`config.mk`:
```
export PLATFORM = sky130hd
export DESIGN_NAME = period_speed_pid_controller
export DESIGN_NICKNAME = d
export VERILOG_FILES = /design/src/rtl/core/psc_pkg.sv /design/src/rtl/core/psc_front.sv /design/src/rtl/core/psc_div.sv /design/src/rtl/core/psc_back.sv /design/src/rtl/core/period_speed_pid_controller.sv
export SDC_FILE = /design/constraint.sdc
export NUM_CORES = 2
export LEC_CHECK = 0
export BUFFER_PORTS_ARGS = -buffer_cell sky130_fd_sc_hd__buf_2
export CAP_MARGIN = 0
export CORE_ASPECT_RATIO = 0.9
export CORE_UTILIZATION = 48
export CTS_BUF_LIST = sky130_fd_sc_hd__clkbuf_8
export CTS_CLUSTER_DIAMETER = 150
export DETAILED_ROUTE_END_ITERATION = 10
export HOLD_SLACK_MARGIN = 0.15
export SLEW_MARGIN = 20
export SYNTH_ARGS = -nofsm -noshare
export SYNTH_HDL_FRONTEND = slang
export SYNTH_SLANG_ARGS = --single-unit
```
`constraint.sdc`:
```
create_clock -name clk -period 17.8 [get_ports clk]
set_clock_uncertainty 0.1 [all_clocks]
set_input_delay 0 -clock clk [delete_from_list [all_inputs] [get_ports clk]]
set_output_delay 0 -clock clk [all_outputs]
set_load 0.05 [all_outputs]
```
`src/rtl/core/psc_pkg.sv`:
```
// Shared types and constants for the period-based speed PID controller.
`timescale 1ns / 1ps

package psc_pkg;

    // Configuration register indexes
    localparam int CFG_IDX_W = 3;
    localparam logic [CFG_IDX_W-1:0] CFG_P_GAIN       = 3'd0;
    localparam logic [CFG_IDX_W-1:0] CFG_I_GAIN       = 3'd1;
    localparam logic [CFG_IDX_W-1:0] CFG_D_GAIN       = 3'd2;
    localparam logic [CFG_IDX_W-1:0] CFG_OUTPUT_LIMIT = 3'd3;
    localparam logic [CFG_IDX_W-1:0] CFG_ERROR_LIMIT  = 3'd4;
    localparam logic [CFG_IDX_W-1:0] CFG_P_TERM_LIMIT = 3'd5;
    localparam logic [CFG_IDX_W-1:0] CFG_INT_LIMIT    = 3'd6;

    localparam int CFG_DATA_W = 16;
    localparam int ELIM_W     = 12;

    // Datapath widths
    localparam int SET_W    = 12;
    localparam int PER_W    = 16;
    localparam int QUO_W    = 17;
    localparam int SPEED_W  = 12;
    localparam int DIFF_W   = 13;
    localparam int ERR_W    = 14;
    localparam int INT_W    = 18;
    localparam int PROD_W   = 35;
    localparam int ACC_W    = 37;
    localparam int DRIVE_W  = 17;

    // Speed conversion constants
    localparam logic [QUO_W-1:0]          SPEED_NUM    = 17'd100000;
    localparam logic signed [QUO_W:0]     SPEED_OFFSET = 18'sd10;
    localparam logic signed [QUO_W:0]     SPEED_MAX    = 18'sd1700;
    localparam logic signed [DRIVE_W-1:0] STOP_DRIVE   = -17'sd65535;

    localparam logic [ELIM_W-1:0]     ELIM_RESET = 12'd600;
    localparam logic [CFG_DATA_W-1:0] PLIM_RESET = 16'd600;
    localparam logic [CFG_DATA_W-1:0] ILIM_RESET = 16'd6000;

    typedef struct packed {
        logic [CFG_DATA_W-1:0] p_gain;
        logic [CFG_DATA_W-1:0] i_gain;
        logic [CFG_DATA_W-1:0] d_gain;
        logic [CFG_DATA_W-1:0] output_limit;
        logic [ELIM_W-1:0]     error_limit;
        logic [CFG_DATA_W-1:0] p_term_limit;
        logic [CFG_DATA_W-1:0] integral_limit;
    } cfg_t;

    // Classified item passed from front to back
    typedef struct packed {
        logic             chan;
        logic [SET_W-1:0] setpoint;
        logic [PER_W-1:0] period;
        logic             stop;
        logic             zero_period;
    } item_t;

endpackage

```
`src/rtl/core/psc_front.sv`:
```
// Input queue: accepts items and classifies stopped and zero-period cases.
`timescale 1ns / 1ps

module psc_front
(
    input  logic                      clk,
    input  logic                      rst_n,
    input  logic                      push,
    output logic                      full,
    input  logic                      channel,
    input  logic [psc_pkg::SET_W-1:0] setpoint,
    input  logic [psc_pkg::PER_W-1:0] period,
    output psc_pkg::item_t            item,
    output logic                      item_valid,
    input  logic                      item_ready
);
    import psc_pkg::*;

    localparam int DEPTH = 2;

    item_t       entries_reg [DEPTH];
    logic        wr_ptr_reg;
    logic        rd_ptr_reg;
    logic [1:0]  count_reg;
    logic [1:0]  count_next;
    logic        wr_en;
    logic        rd_en;
    item_t       cls;

    always_comb
    begin
        cls.chan        = channel;
        cls.setpoint    = setpoint;
        cls.period      = period;
        cls.stop        = (setpoint == '0);
        cls.zero_period = (period == '0);
    end

    assign full       = (count_reg == 2'(DEPTH));
    assign wr_en      = push && !full;
    assign item_valid = (count_reg != '0);
    assign rd_en      = item_valid && item_ready;
    assign item       = entries_reg[rd_ptr_reg];

    always_comb
    begin
        count_next = count_reg;
        if (wr_en && !rd_en)
        begin
            count_next = count_reg + 2'd1;
        end
        else if (!wr_en && rd_en)
        begin
            count_next = count_reg - 2'd1;
        end
    end

    always_ff @(posedge clk or negedge rst_n)
    begin
        if (!rst_n)
        begin
            wr_ptr_reg <= 1'b0;
            rd_ptr_reg <= 1'b0;
            count_reg  <= '0;
        end
        else
        begin
            count_reg <= count_next;
            if (wr_en)
            begin
                wr_ptr_reg <= ~wr_ptr_reg;
            end
            if (rd_en)
            begin
                rd_ptr_reg <= ~rd_ptr_reg;
            end
        end
    end

    always_ff @(posedge clk)
    begin
        if (wr_en)
        begin
            entries_reg[wr_ptr_reg] <= cls;
        end
    end

endmodule

```
`src/rtl/core/psc_div.sv`:
```
// Restoring divider: 100000 divided by the period, one quotient bit a cycle.
`timescale 1ns / 1ps

module psc_div
(
    input  logic                      clk,
    input  logic                      rst_n,
    input  logic                      start,
    input  logic [psc_pkg::PER_W-1:0] divisor,
    output logic                      done,
    output logic [psc_pkg::QUO_W-1:0] quotient
);
    import psc_pkg::*;

    localparam int CNT_W = $clog2(QUO_W + 1);

    logic [PER_W-1:0] rem_reg;
    logic [QUO_W-1:0] quo_reg;
    logic [PER_W-1:0] div_reg;
    logic [CNT_W-1:0] cnt_reg;
    logic             busy_reg;
    logic             done_reg;
    logic [PER_W:0]   trial;
    logic             fits;

    assign trial    = {rem_reg, quo_reg[QUO_W-1]};
    assign fits     = (trial >= {1'b0, div_reg});
    assign done     = done_reg;
    assign quotient = quo_reg;

    always_ff @(posedge clk or negedge rst_n)
    begin
        if (!rst_n)
        begin
            busy_reg <= 1'b0;
            done_reg <= 1'b0;
            cnt_reg  <= '0;
        end
        else
        begin
            done_reg <= 1'b0;
            if (start)
            begin
                busy_reg <= 1'b1;
                cnt_reg  <= '0;
            end
            else if (busy_reg)
            begin
                cnt_reg <= cnt_reg + CNT_W'(1);
                if (cnt_reg == CNT_W'(QUO_W - 1))
                begin
                    busy_reg <= 1'b0;
                    done_reg <= 1'b1;
                end
            end
        end
    end

    // Shift the dividend out of the top while quotient bits enter at the bottom
    always_ff @(posedge clk)
    begin
        if (start)
        begin
            rem_reg <= '0;
            quo_reg <= SPEED_NUM;
            div_reg <= divisor;
        end
        else if (busy_reg)
        begin
            rem_reg <= fits ? PER_W'(trial - {1'b0, div_reg}) : trial[PER_W-1:0];
            quo_reg <= {quo_reg[QUO_W-2:0], fits};
        end
    end

endmodule

```
`src/rtl/core/psc_back.sv`:
```
// Controller sequencer: speed, error, integral with clamp, three products, output queue.
`timescale 1ns / 1ps

module psc_back
#(
    parameter int CHANNELS = 2
)
(
    input  logic                               clk,
    input  logic                               rst_n,
    input  psc_pkg::cfg_t                      cfg,
    input  psc_pkg::item_t                     item,
    input  logic                               item_valid,
    output logic                               item_ready,
    output logic signed [psc_pkg::DRIVE_W-1:0] drive,
    output logic                               stopped,
    output logic                               empty,
    input  logic                               pop
);
    import psc_pkg::*;

    localparam int CH_W = (CHANNELS > 1) ? $clog2(CHANNELS) : 1;

    localparam logic [3:0] S_IDLE  = 4'd0;
    localparam logic [3:0] S_DIV   = 4'd1;
    localparam logic [3:0] S_ERR   = 4'd2;
    localparam logic [3:0] S_INT   = 4'd3;
    localparam logic [3:0] S_MP    = 4'd4;
    localparam logic [3:0] S_MI    = 4'd5;
    localparam logic [3:0] S_MD    = 4'd6;
    localparam logic [3:0] S_SUM   = 4'd7;
    localparam logic [3:0] S_CLAMP = 4'd8;
    localparam logic [3:0] S_OUT   = 4'd9;

    localparam int OQ_DEPTH = 2;

    logic [3:0]                 state_reg;
    logic [3:0]                 state_next;
    item_t                      cur_reg;
    logic [CH_W-1:0]            ch_idx;

    logic signed [INT_W-1:0]    int_reg  [CHANNELS];
    logic signed [SPEED_W-1:0]  prev_reg [CHANNELS];

    logic signed [SPEED_W-1:0]  speed_reg;
    logic signed [ERR_W-1:0]    err_reg;
    logic signed [DIFF_W-1:0]   diff_reg;
    logic signed [INT_W-1:0]    sum_reg;
    logic                       psat_reg;
    logic                       isat_reg;
    logic signed [DRIVE_W-1:0]  ival_reg;
    logic signed [ACC_W-1:0]    acc_reg;
    logic signed [PROD_W-1:0]   prod_reg;
    logic signed [DRIVE_W-1:0]  res_drive_reg;
    logic                       res_stop_reg;

    logic                       div_start;
    logic                       div_done;
    logic [QUO_W-1:0]           div_quo;
    logic signed [QUO_W:0]      speed_raw;
    logic signed [SPEED_W-1:0]  speed_calc;

    logic signed [ERR_W-1:0]    elim_s;
    logic signed [INT_W:0]      ilim_s;
    logic signed [INT_W:0]      sum_w;
    logic signed [ACC_W-1:0]    olim_s;

    logic [CFG_DATA_W-1:0]      mul_a;
    logic signed [INT_W-1:0]    mul_b;
    logic signed [PROD_W-1:0]   mul_p;

    // Result queue
    logic signed [DRIVE_W-1:0]  oq_drive_reg [OQ_DEPTH];
    logic                       oq_stop_reg  [OQ_DEPTH];
    logic                       oq_wr_ptr_reg;
    logic                       oq_rd_ptr_reg;
    logic [1:0]                 oq_count_reg;
    logic                       oq_wr;
    logic                       oq_rd;

    assign ch_idx     = (CHANNELS > 1) ? CH_W'(cur_reg.chan) : '0;
    assign item_ready = (state_reg == S_IDLE);
    assign div_start  = item_ready && item_valid && !item.stop && !item.zero_period;

    psc_div u_div
    (
        .clk      (clk),
        .rst_n    (rst_n),
        .start    (div_start),
        .divisor  (item.period),
        .done     (div_done),
        .quotient (div_quo)
    );

    // Speed is forced to zero above the top of the range
    assign speed_raw  = $signed({1'b0, div_quo}) - SPEED_OFFSET;
    assign speed_calc = (speed_raw > SPEED_MAX) ? '0 : speed_raw[SPEED_W-1:0];

    assign elim_s = $signed({2'b00, cfg.error_limit});
    assign ilim_s = $signed({3'b000, cfg.integral_limit});
    assign olim_s = $signed({{(ACC_W-CFG_DATA_W){1'b0}}, cfg.output_limit});
    assign sum_w  = (INT_W+1)'(int_reg[ch_idx]) + (INT_W+1)'(err_reg);

    // One shared multiplier, its product registered before use
    always_comb
    begin
        case (state_reg)
            S_MP:
            begin
                mul_a = cfg.p_gain;
                mul_b = INT_W'(err_reg);
            end
            S_MI:
            begin
                mul_a = cfg.i_gain;
                mul_b = sum_reg;
            end
            default:
            begin
                mul_a = cfg.d_gain;
                mul_b = INT_W'(diff_reg);
            end
        endcase
    end

    assign mul_p = $signed({1'b0, mul_a}) * mul_b;

    always_comb
    begin
        state_next = state_reg;
        case (state_reg)
            S_IDLE:
            begin
                if (item_valid)
                begin
                    if (item.stop)
                    begin
                        state_next = S_OUT;
                    end
                    else if (item.zero_period)
                    begin
                        state_next = S_ERR;
                    end
                    else
                    begin
                        state_next = S_DIV;
                    end
                end
            end
            S_DIV:
            begin
                if (div_done)
                begin
                    state_next = S_ERR;
                end
            end
            S_ERR:   state_next = S_INT;
            S_INT:   state_next = S_MP;
            S_MP:    state_next = S_MI;
            S_MI:    state_next = S_MD;
            S_MD:    state_next = S_SUM;
            S_SUM:   state_next = S_CLAMP;
            S_CLAMP: state_next = S_OUT;
            S_OUT:
            begin
                if (oq_count_reg != 2'(OQ_DEPTH))
                begin
                    state_next = S_IDLE;
                end
            end
            default: state_next = S_IDLE;
        endcase
    end

    assign oq_wr = (state_reg == S_OUT) && (oq_count_reg != 2'(OQ_DEPTH));

    always_ff @(posedge clk or negedge rst_n)
    begin
        if (!rst_n)
        begin
            state_reg <= S_IDLE;
            for (int k = 0; k < CHANNELS; k++)
            begin
                int_reg[k]  <= '0;
                prev_reg[k] <= '0;
            end
        end
        else
        begin
            state_reg <= state_next;
            if (state_reg == S_ERR)
            begin
                prev_reg[ch_idx] <= speed_reg;
            end
            if (state_reg == S_INT)
            begin
                if (sum_w > ilim_s)
                begin
                    int_reg[ch_idx] <= INT_W'(ilim_s);
                end
                else if (sum_w < -ilim_s)
                begin
                    int_reg[ch_idx] <= INT_W'(-ilim_s);
                end
                else
                begin
                    int_reg[ch_idx] <= INT_W'(sum_w);
                end
            end
        end
    end

    always_ff @(posedge clk)
    begin
        prod_reg <= mul_p;
        case (state_reg)
            S_IDLE:
            begin
                cur_reg       <= item;
                speed_reg     <= '0;
                res_drive_reg <= STOP_DRIVE;
                res_stop_reg  <= 1'b1;
            end
            S_DIV:
            begin
                speed_reg <= speed_calc;
            end
            S_ERR:
            begin
                err_reg  <= ERR_W'($signed({1'b0, cur_reg.setpoint})) - ERR_W'(speed_reg);
                diff_reg <= DIFF_W'(prev_reg[ch_idx]) - DIFF_W'(speed_reg);
            end
            S_INT:
            begin
                // Saturated P enters the sum at once; unsaturated P follows its product
                psat_reg <= 1'b1;
                if (err_reg > elim_s)
                begin
                    acc_reg <= ACC_W'($signed({1'b0, cfg.p_term_limit}));
                end
                else if (err_reg < -elim_s)
                begin
                    acc_reg <= -ACC_W'($signed({1'b0, cfg.p_term_limit}));
                end
                else
                begin
                    acc_reg  <= '0;
                    psat_reg <= 1'b0;
                end
                isat_reg <= 1'b1;
                if (sum_w > ilim_s)
                begin
                    sum_reg  <= INT_W'(ilim_s);
                    ival_reg <= DRIVE_W'(ilim_s);
                end
                else if (sum_w < -ilim_s)
                begin
                    sum_reg  <= INT_W'(-ilim_s);
                    ival_reg <= DRIVE_W'(-ilim_s);
                end
                else
                begin
                    sum_reg  <= INT_W'(sum_w);
                    ival_reg <= '0;
                    isat_reg <= 1'b0;
                end
            end
            S_MI:
            begin
                if (!psat_reg)
                begin
                    acc_reg <= acc_reg + ACC_W'(prod_reg);
                end
            end
            S_MD:
            begin
                acc_reg <= acc_reg + (isat_reg ? ACC_W'(ival_reg) : ACC_W'(prod_reg));
            end
            S_SUM:
            begin
                acc_reg <= acc_reg + ACC_W'(prod_reg);
            end
            S_CLAMP:
            begin
                res_stop_reg <= 1'b0;
                if (acc_reg > olim_s)
                begin
                    res_drive_reg <= DRIVE_W'(olim_s);
                end
                else if (acc_reg < -olim_s)
                begin
                    res_drive_reg <= DRIVE_W'(-olim_s);
                end
                else
                begin
                    res_drive_reg <= DRIVE_W'(acc_reg);
                end
            end
            default:
            begin
            end
        endcase
    end

    // Result queue
    assign empty   = (oq_count_reg == '0);
    assign oq_rd   = pop && !empty;
    assign drive   = oq_drive_reg[oq_rd_ptr_reg];
    assign stopped = oq_stop_reg[oq_rd_ptr_reg];

    always_ff @(posedge clk or negedge rst_n)
    begin
        if (!rst_n)
        begin
            oq_wr_ptr_reg <= 1'b0;
            oq_rd_ptr_reg <= 1'b0;
            oq_count_reg  <= '0;
        end
        else
        begin
            if (oq_wr)
            begin
                oq_wr_ptr_reg <= ~oq_wr_ptr_reg;
            end
            if (oq_rd)
            begin
                oq_rd_ptr_reg <= ~oq_rd_ptr_reg;
            end
            if (oq_wr && !oq_rd)
            begin
                oq_count_reg <= oq_count_reg + 2'd1;
            end
            else if (!oq_wr && oq_rd)
            begin
                oq_count_reg <= oq_count_reg - 2'd1;
            end
        end
    end

    always_ff @(posedge clk)
    begin
        if (oq_wr)
        begin
            oq_drive_reg[oq_wr_ptr_reg] <= res_drive_reg;
            oq_stop_reg[oq_wr_ptr_reg]  <= res_stop_reg;
        end
    end

    // Check the channel just updated, while the current item names it
    a_int_bounded: assert property (@(posedge clk) disable iff (!rst_n)
        (state_reg == S_MP) |->
        ((int_reg[ch_idx] <= 18'sd65535) && (int_reg[ch_idx] >= -18'sd65535)))
        else $error("integral sum outside its clamp range");

    a_oq_no_overflow: assert property (@(posedge clk) disable iff (!rst_n)
        oq_count_reg <= 2'(OQ_DEPTH))
        else $error("result queue over-filled");

    a_drive_clamped: assert property (@(posedge clk) disable iff (!rst_n)
        (oq_wr && !res_stop_reg) |->
        ((ACC_W'(res_drive_reg) <= olim_s) && (ACC_W'(res_drive_reg) >= -olim_s)))
        else $error("drive written beyond output limit");

    a_div_only_when_dividing: assert property (@(posedge clk) disable iff (!rst_n)
        div_done |-> (state_reg == S_DIV))
        else $error("divider finished outside the divide step");

endmodule

```
`src/rtl/core/period_speed_pid_controller.sv`:
```
// Top level: configuration registers, input queue and controller sequencer.
`timescale 1ns / 1ps

// Two-channel PID speed controller fed with pulse periods. Each item passes from
// acceptance to its queued result through the one-bit-a-cycle divider that
// turns the period into a speed (17 quotient bits), then through the error,
// integral clamp and the three products, which share one multiplier. A zero
// setpoint (stopped) skips the divider and the arithmetic, a zero period skips
// the divider only. Two items wait in the input queue and two results in the
// output queue. Configuration is written through cfg_valid/cfg_index/cfg_data
// and is always ready; indexes beyond the register list are dropped.
module period_speed_pid_controller
#(
    parameter int CHANNELS = 2
)
(
    input  logic                                clk,
    input  logic                                rst_n,
    input  logic                                push,
    output logic                                full,
    input  logic                                channel,
    input  logic [psc_pkg::SET_W-1:0]           setpoint,
    input  logic [psc_pkg::PER_W-1:0]           period,
    output logic                                empty,
    input  logic                                pop,
    output logic signed [psc_pkg::DRIVE_W-1:0]  drive,
    output logic                                stopped,
    input  logic                                cfg_valid,
    output logic                                cfg_ready,
    input  logic [psc_pkg::CFG_IDX_W-1:0]       cfg_index,
    input  logic [psc_pkg::CFG_DATA_W-1:0]      cfg_data
);
    import psc_pkg::*;

    cfg_t  cfg_reg;
    item_t item;
    logic  item_valid;
    logic  item_ready;

    assign cfg_ready = 1'b1;

    always_ff @(posedge clk or negedge rst_n)
    begin
        if (!rst_n)
        begin
            cfg_reg.p_gain         <= '0;
            cfg_reg.i_gain         <= '0;
            cfg_reg.d_gain         <= '0;
            cfg_reg.output_limit   <= '0;
            cfg_reg.error_limit    <= ELIM_RESET;
            cfg_reg.p_term_limit   <= PLIM_RESET;
            cfg_reg.integral_limit <= ILIM_RESET;
        end
        else if (cfg_valid && cfg_ready)
        begin
            case (cfg_index)
                CFG_P_GAIN:       cfg_reg.p_gain         <= cfg_data;
                CFG_I_GAIN:       cfg_reg.i_gain         <= cfg_data;
                CFG_D_GAIN:       cfg_reg.d_gain         <= cfg_data;
                CFG_OUTPUT_LIMIT: cfg_reg.output_limit   <= cfg_data;
                CFG_ERROR_LIMIT:  cfg_reg.error_limit    <= cfg_data[ELIM_W-1:0];
                CFG_P_TERM_LIMIT: cfg_reg.p_term_limit   <= cfg_data;
                CFG_INT_LIMIT:    cfg_reg.integral_limit <= cfg_data;
                default:
                begin
                end
            endcase
        end
    end

    psc_front u_front
    (
        .clk        (clk),
        .rst_n      (rst_n),
        .push       (push),
        .full       (full),
        .channel    (channel),
        .setpoint   (setpoint),
        .period     (period),
        .item       (item),
        .item_valid (item_valid),
        .item_ready (item_ready)
    );

    psc_back
    #(
        .CHANNELS (CHANNELS)
    )
    u_back
    (
        .clk        (clk),
        .rst_n      (rst_n),
        .cfg        (cfg_reg),
        .item       (item),
        .item_valid (item_valid),
        .item_ready (item_ready),
        .drive      (drive),
        .stopped    (stopped),
        .empty      (empty),
        .pop        (pop)
    );

endmodule

```
## After elaboration in Yosys (flattened, before gate mapping)

Memories as Yosys holds them, arrays and structs flattened.
Index checks and enable logic that the tools add are counted.

| word-level totals | value |
|---|---|
| register bits | 415 |
| RAM bits | 98 |
| bits of input ports | 53 |
| output and inout bits | 21 |
| memories kept | 3 |

| cells by class | value |
|---|---|
| $add $sub $neg | 16 |
| multiply operators | 1 |
| magnitude comparators | 10 |
| equal/unequal tests | 22 |
| muxes and demuxes | 58 |
| bitwise gates (word level) | 6 |
| reduce and logical (&&, ||, !) cells | 41 |

Memory list:

| memory | words | width | read ports | clocked after Yosys merged registers in | write ports | RTL line | text |
|---|---|---|---|---|---|---|---|
| u_front.entries_reg | 2 | 31 | 1 | 0 | 1 | psc_front.sv:21 | `item_t entries_reg [DEPTH];` |
| u_back.oq_drive_reg | 2 | 17 | 1 | 0 | 1 | psc_back.sv:73 | `logic signed [DRIVE_W-1:0] oq_drive_reg [OQ_DEPTH];` |
| u_back.oq_stop_reg | 2 | 1 | 1 | 0 | 1 | psc_back.sv:74 | `logic oq_stop_reg [OQ_DEPTH];` |

Operator list:

| cell | number |
|---|---|
| $mux 37 | 4 |
| $pmux 37 s4 | 1 |
| $bwmux 36 | 3 |
| $mux 18 | 5 |
| $neg 16->37 | 2 |
| $mux 36 | 2 |
| $mux 16 | 4 |
| $mux 12 | 5 |
| $pmux 4 s10 | 1 |
| $add 37x35->37 | 1 |
| $add 37x37->37 | 1 |
| $gt 37x17->1 | 1 |
| $lt 37x37->1 | 1 |
| $pmux 18 s2 | 1 |
| $mul 17x18->35 | 1 |
| $mux 17 | 2 |
| $pmux 17 s2 | 1 |
| $pmux 16 s2 | 1 |
| $bwmux 24 | 1 |
| $pmux 12 s2 | 1 |
| $add 18x14->19 | 1 |
| $gt 19x17->1 | 1 |
| $lt 19x19->1 | 1 |
| $neg 16->19 | 1 |
| 46 further kinds | 111 |

## Depth between registers and ports, before layout

| depth | value |
|---|---|
| depth after elaboration | 8 |
| depth in mapped cells | 32 |

## Hierarchy

A second synthesis with hierarchy kept.

| unflattened totals | value |
|---|---|
| cells, all modules | 4021 |
| area total of the unflattened synthesis | 40885.5 µm² |

By module, submodules not included:

| module | times used | cells an instance | area each (µm²) |
|---|---|---|---|
| psc_back | 1 | 3332 | 30973.5 |
| period_speed_pid_controller | 1 | 238 | 4180.3 |
| psc_div | 1 | 326 | 3081.7 |
| psc_front | 1 | 125 | 2650.0 |

## Least setup slack after synthesis

No wires, ideal clock.

| timing path | value |
|---|---|
| path kind | register -> register |
| start point | register u_back.state_reg[0] |
| end point | register u_back.prod_reg[31] |
| data arrival time | 7.812 ns |
| required time | 17.628 ns |
| setup slack | 9.816 ns |
| cell stages (with the launch flop) | 30 |
| path buffers | 4 |
| period minus slack after synthesis | 7.984 ns |
| cell sequence | dfrtp_1 -> clkbuf_1 -> buf_1 -> buf_1 -> mux2i_1 -> nand2_1 -> o21ai_1 -> clkbuf_1 -> nor2_1 -> fa_1 -> inv_1 -> fa_1 -> fa_1 -> inv_1 -> fa_1 -> fa_1 -> inv_1 -> fa_1 -> inv_1 -> ha_1 -> a21oi_1 -> o21ai_1 -> o21ai_0 -> nand2b_1 -> a221o_1 -> a221o_1 -> a221oi_2 -> o2111ai_1 -> a21oi_1 -> xnor2_1 |

| between the ends | value |
|---|---|
| word-level cells in the longest chain between the ends | 3 |
| elaborated cells between the ends (all ways) | 5 |
| classes of those cells | mul: 1; eq/ne: 2; mux: 2 |

RTL lines:

| what | RTL line | text |
|---|---|---|
| start: declaration | psc_back.sv:37 | `logic [3:0] state_reg;` |
| start signal: assignment | psc_back.sv:190 | `state_reg <= state_next;` |
| $eq 4x3->1 | psc_back.sv:107 | `case (state_reg)` |
| $pmux 16 s2 / $pmux 18 s2 (equally long branches) | psc_back.sv:107 |  |
| $mul 17x18->35 * | psc_back.sv:126 | `assign mul_p = $signed({1'b0, mul_a}) * mul_b;` |
| named net u_back.mul_p[31] | psc_back.sv:70 | `logic signed [PROD_W-1:0] mul_p;` |
| end signal: assignment | psc_back.sv:215 | `prod_reg <= mul_p;` |
| end: declaration | psc_back.sv:53 | `logic signed [PROD_W-1:0] prod_reg;` |

The timed path passes the listed nets; every way through them passes the cells marked *.
A chain may end at the register's enable or synchronous reset.

## Final worst setup path

| timing path | value |
|---|---|
| start point | register u_back.state_reg[2] |
| end point | register u_back.prod_reg[31] |

Same word-level chain as after synthesis.

==> summary.md <==
| Metric | Value |
|---|---|
| Final min period | `approximately 9200 ps` |
| Antenna-violating nets left | `0` |
| Largest area contributor in the netlist | `edfxtp_1` |
| Period utilization | `0.518` |
| Setup TNS | `0 ps` |
| RSZ-0062 raised after global routing | `false` |
| Crit path max fanout | `77` |
| First-pass GRT wire length | `between 150,000 and 200,000 microns` |
| Grt ovf | `0` |
| Endpoint class of the critical path | `flip-flop` |
| Gpl congestion | `around 0.95` |
| Final hold vios | `0` |
| Post-synth EDFFs | `258` |
| Layout cells sized above 1 | `0.131` |
| Post-synthesis async set-or-reset flop share | `0.365` |
| Ys flop type | `edfxtp_1` |
| Worst endpoint data arrival time | `approximately 9800 ps` |
| YS warnings | `0` |
| Post-Syn Nets | `4,556` |
| CTS H-tree lvls | `3` |
| Clk pin slew, worst setup/hold paths | `about 60 ps` |
| Max cap viols | `0` |
| Status | `finished clean` |
| Average vias per placed instance | `5.54` |
| Mean post-synth cell area | `10.2 sq um` |
| Mapped Area | `around 40,000 sq um` |
| Total wire length | `107,000 microns` |
| Yosys top cell area share | `0.195` |
| Number of flip-flops in the largest register | `108` |
| DPL Wire Length | `80,400 microns` |
| Number of distinct library cells after synthesis | `75` |
| Die X | `approximately 310 microns` |
| Die area | `~84,000 sq um` |
| CTS resizes | `0` |
| Pins Over Slew Limit | `0` |
| Initial antenna violation count | `3` |
| Clock Latency Late Sink | `710 ps` |
| CTS root buf | `clkbuf_8` |
| Setup CP Type | `flip-flop to flip-flop` |
| Register area share after synthesis | `0.348` |
| Highest clock rate | `0.109 GHz` |
| # rows | `99` |
| Synth top cells by count | `inv_1 (522), nor2_1 (320), nand2_1 (313)` |
| Core box area | `81,400 sq um` |
| Gr usage total | `0.259` |
| Number of remaining DRC errors | `0` |
| Max transition margin | `0.214` |
| Count leader, synth | `inv_1` |
| Syn Inst Count | `3,899` |
| Worst Max-Slew Pin Slew | `1180 ps` |
| Endpoint required time on the critical path | `roughly 18,000 ps` |
| Vias in the first global route | `28,200` |
| Initial DRC Count | `2,123` |
| Final cell count without fillers | `between 5,000 and 6,000` |
| Synth-to-layout area growth | `11.8%` |
| IO buf count | `72` |
| Top post-synthesis cells by area | `edfxtp_1 (20%), fa_1 (15%), dfrtp_1 (11%)` |
| Largest net degree at the start of global routing | `78` |
| Drt first pass iters | `5` |
| Startpoint types | `flip-flop` |
| TritonCTS clock tree | `yes` |
| Clock Sinks | `513` |
| Synth Register Bits | `513` |
| Chip height | `275 microns` |
| Nets | `4,753` |
| Cell count after placement | `4,940` |
| Largest buffer count on any clock path | `3` |
| Initial Util | `0.487` |
| CTS Buf Count | `just under 90` |
| Tightest Hold Check Type | `primary input to flip-flop` |
| Setup violators final | `0` |
| DR vias | `between 20,000 and 30,000` |
| WL/cell | `between 20 and 25 microns` |
| I/O Pins | `74` |
==> layout by cell type, fill, tap and decap left out, types with 17 or more instances in the layout <==
cell type,instances
nand4_1,27
o21ai_0,177
nand2_1,313
or3_1,20
nand2b_1,40
o31ai_1,21
o21a_1,28
nor2b_1,42
buf_2,71
nor4_1,22
xor2_1,49
mux2_2,238
a21oi_1,154
buf_4,51
mux2i_1,74
nor2_1,318
a21o_1,114
a22oi_1,17
edfxtp_1,258
inv_1,556
ha_1,306
nand3_1,58
fa_1,298
xnor2_1,109
and2_1,17
a211oi_1,21
a31oi_1,19
nor3_1,53
dfrtp_1,170
dlygate4sd3_1,123
clkbuf_8,101
dfxtp_1,68
==> kinds of logic (layout without fill, tap and decap cells) <==
kind of cell             count (synthesis)  after routing  synth area share
AO/OA/AOI/OAI                          678            678             0.110
buffers and inverters                  664            937            0.0631
adder cells (fa/ha/maj)                604            604             0.247
multiplexers                           312            312            0.0862
other                                    1              5         0.0000945
flip-flops                             513            513             0.348
XOR/XNOR                               158            158            0.0349
AND/OR/NAND/NOR                        969            969             0.111
==> worst paths after layout <==
check	startpoint	end	slack (ps)	cells after the start
worst min-delay path	period[15]	u_front.entries_reg[1][0]	220	4
worst min register to register	u_back.res_drive_reg[7]	u_back.oq_drive_reg[1][7]	340	0
worst max register to register	u_back.state_reg[2]	u_back.prod_reg[31]	8590	26
worst max-delay path	u_back.state_reg[2]	u_back.prod_reg[31]	8590	26
max in group asynchronous	rst_n	cfg_reg[90]	16310	4
min in group asynchronous	rst_n	u_back.oq_count_reg[1]	440	4
==> stage by stage <==
step | worst slack (ps) | hold WS [ps] | area (sq um) | util
finish | 8590 | 216 | 44400 | 0.545
global route | 7960 | 183 | 44400 | 0.545
CTS | 8700 | 153 | 44300 | 0.545
detailed placement | 8740 | -45.2 | 41300 | 0.508
global placement | 8960 | -49.3 | 41300 | 0.508
floorplan | 9820 | -396 | 39700 | -
==> worst max-delay path: stages (launching register included) <==
cell       delay (ps)
dfrtp_1           680
nand2b_1          330
nor2_4            140
buf_4             590
nor2_1            360
a21oi_1           860
nand2_1           160
fa_1              560
fa_1              450
fa_1              540
inv_1              50
fa_1              460
fa_1              550
inv_1              60
fa_1              530
inv_1              40
ha_1              360
a21oi_1           220
o21ai_1           110
o21ai_0           160
nand2b_1           80
a221o_1           440
a221o_1           410
a221oi_2          370
o2111ai_1         170
a21oi_1           190
xnor2_1           140
==> routing by layer <==
metal  wire, microns  track usage
met1           50000        0.376
met4            2690       0.0678
met5               0            0
met2           47400        0.399
met3            6540       0.0444
==> final cells by class <==
class	count	area, sq um
flip-flops and latches	513	13800
inverters	522	1960
diodes	4	10.0
clock buffers	100	1380
repair buffers	248	2020
fillers	7344	37000
clock inverters	67	362
well taps	1060	1330
multi-input cells	2722	23500
==> what timing repair did <==
action,CTS,global route
buffers inserted,0,0
endpoints found under the hold margin,393,0
hold buffers,124,0
Power is left out: the tool's default activity adds up to more than one toggle a clock period on the data nets, which glitch-free logic cannot reach.
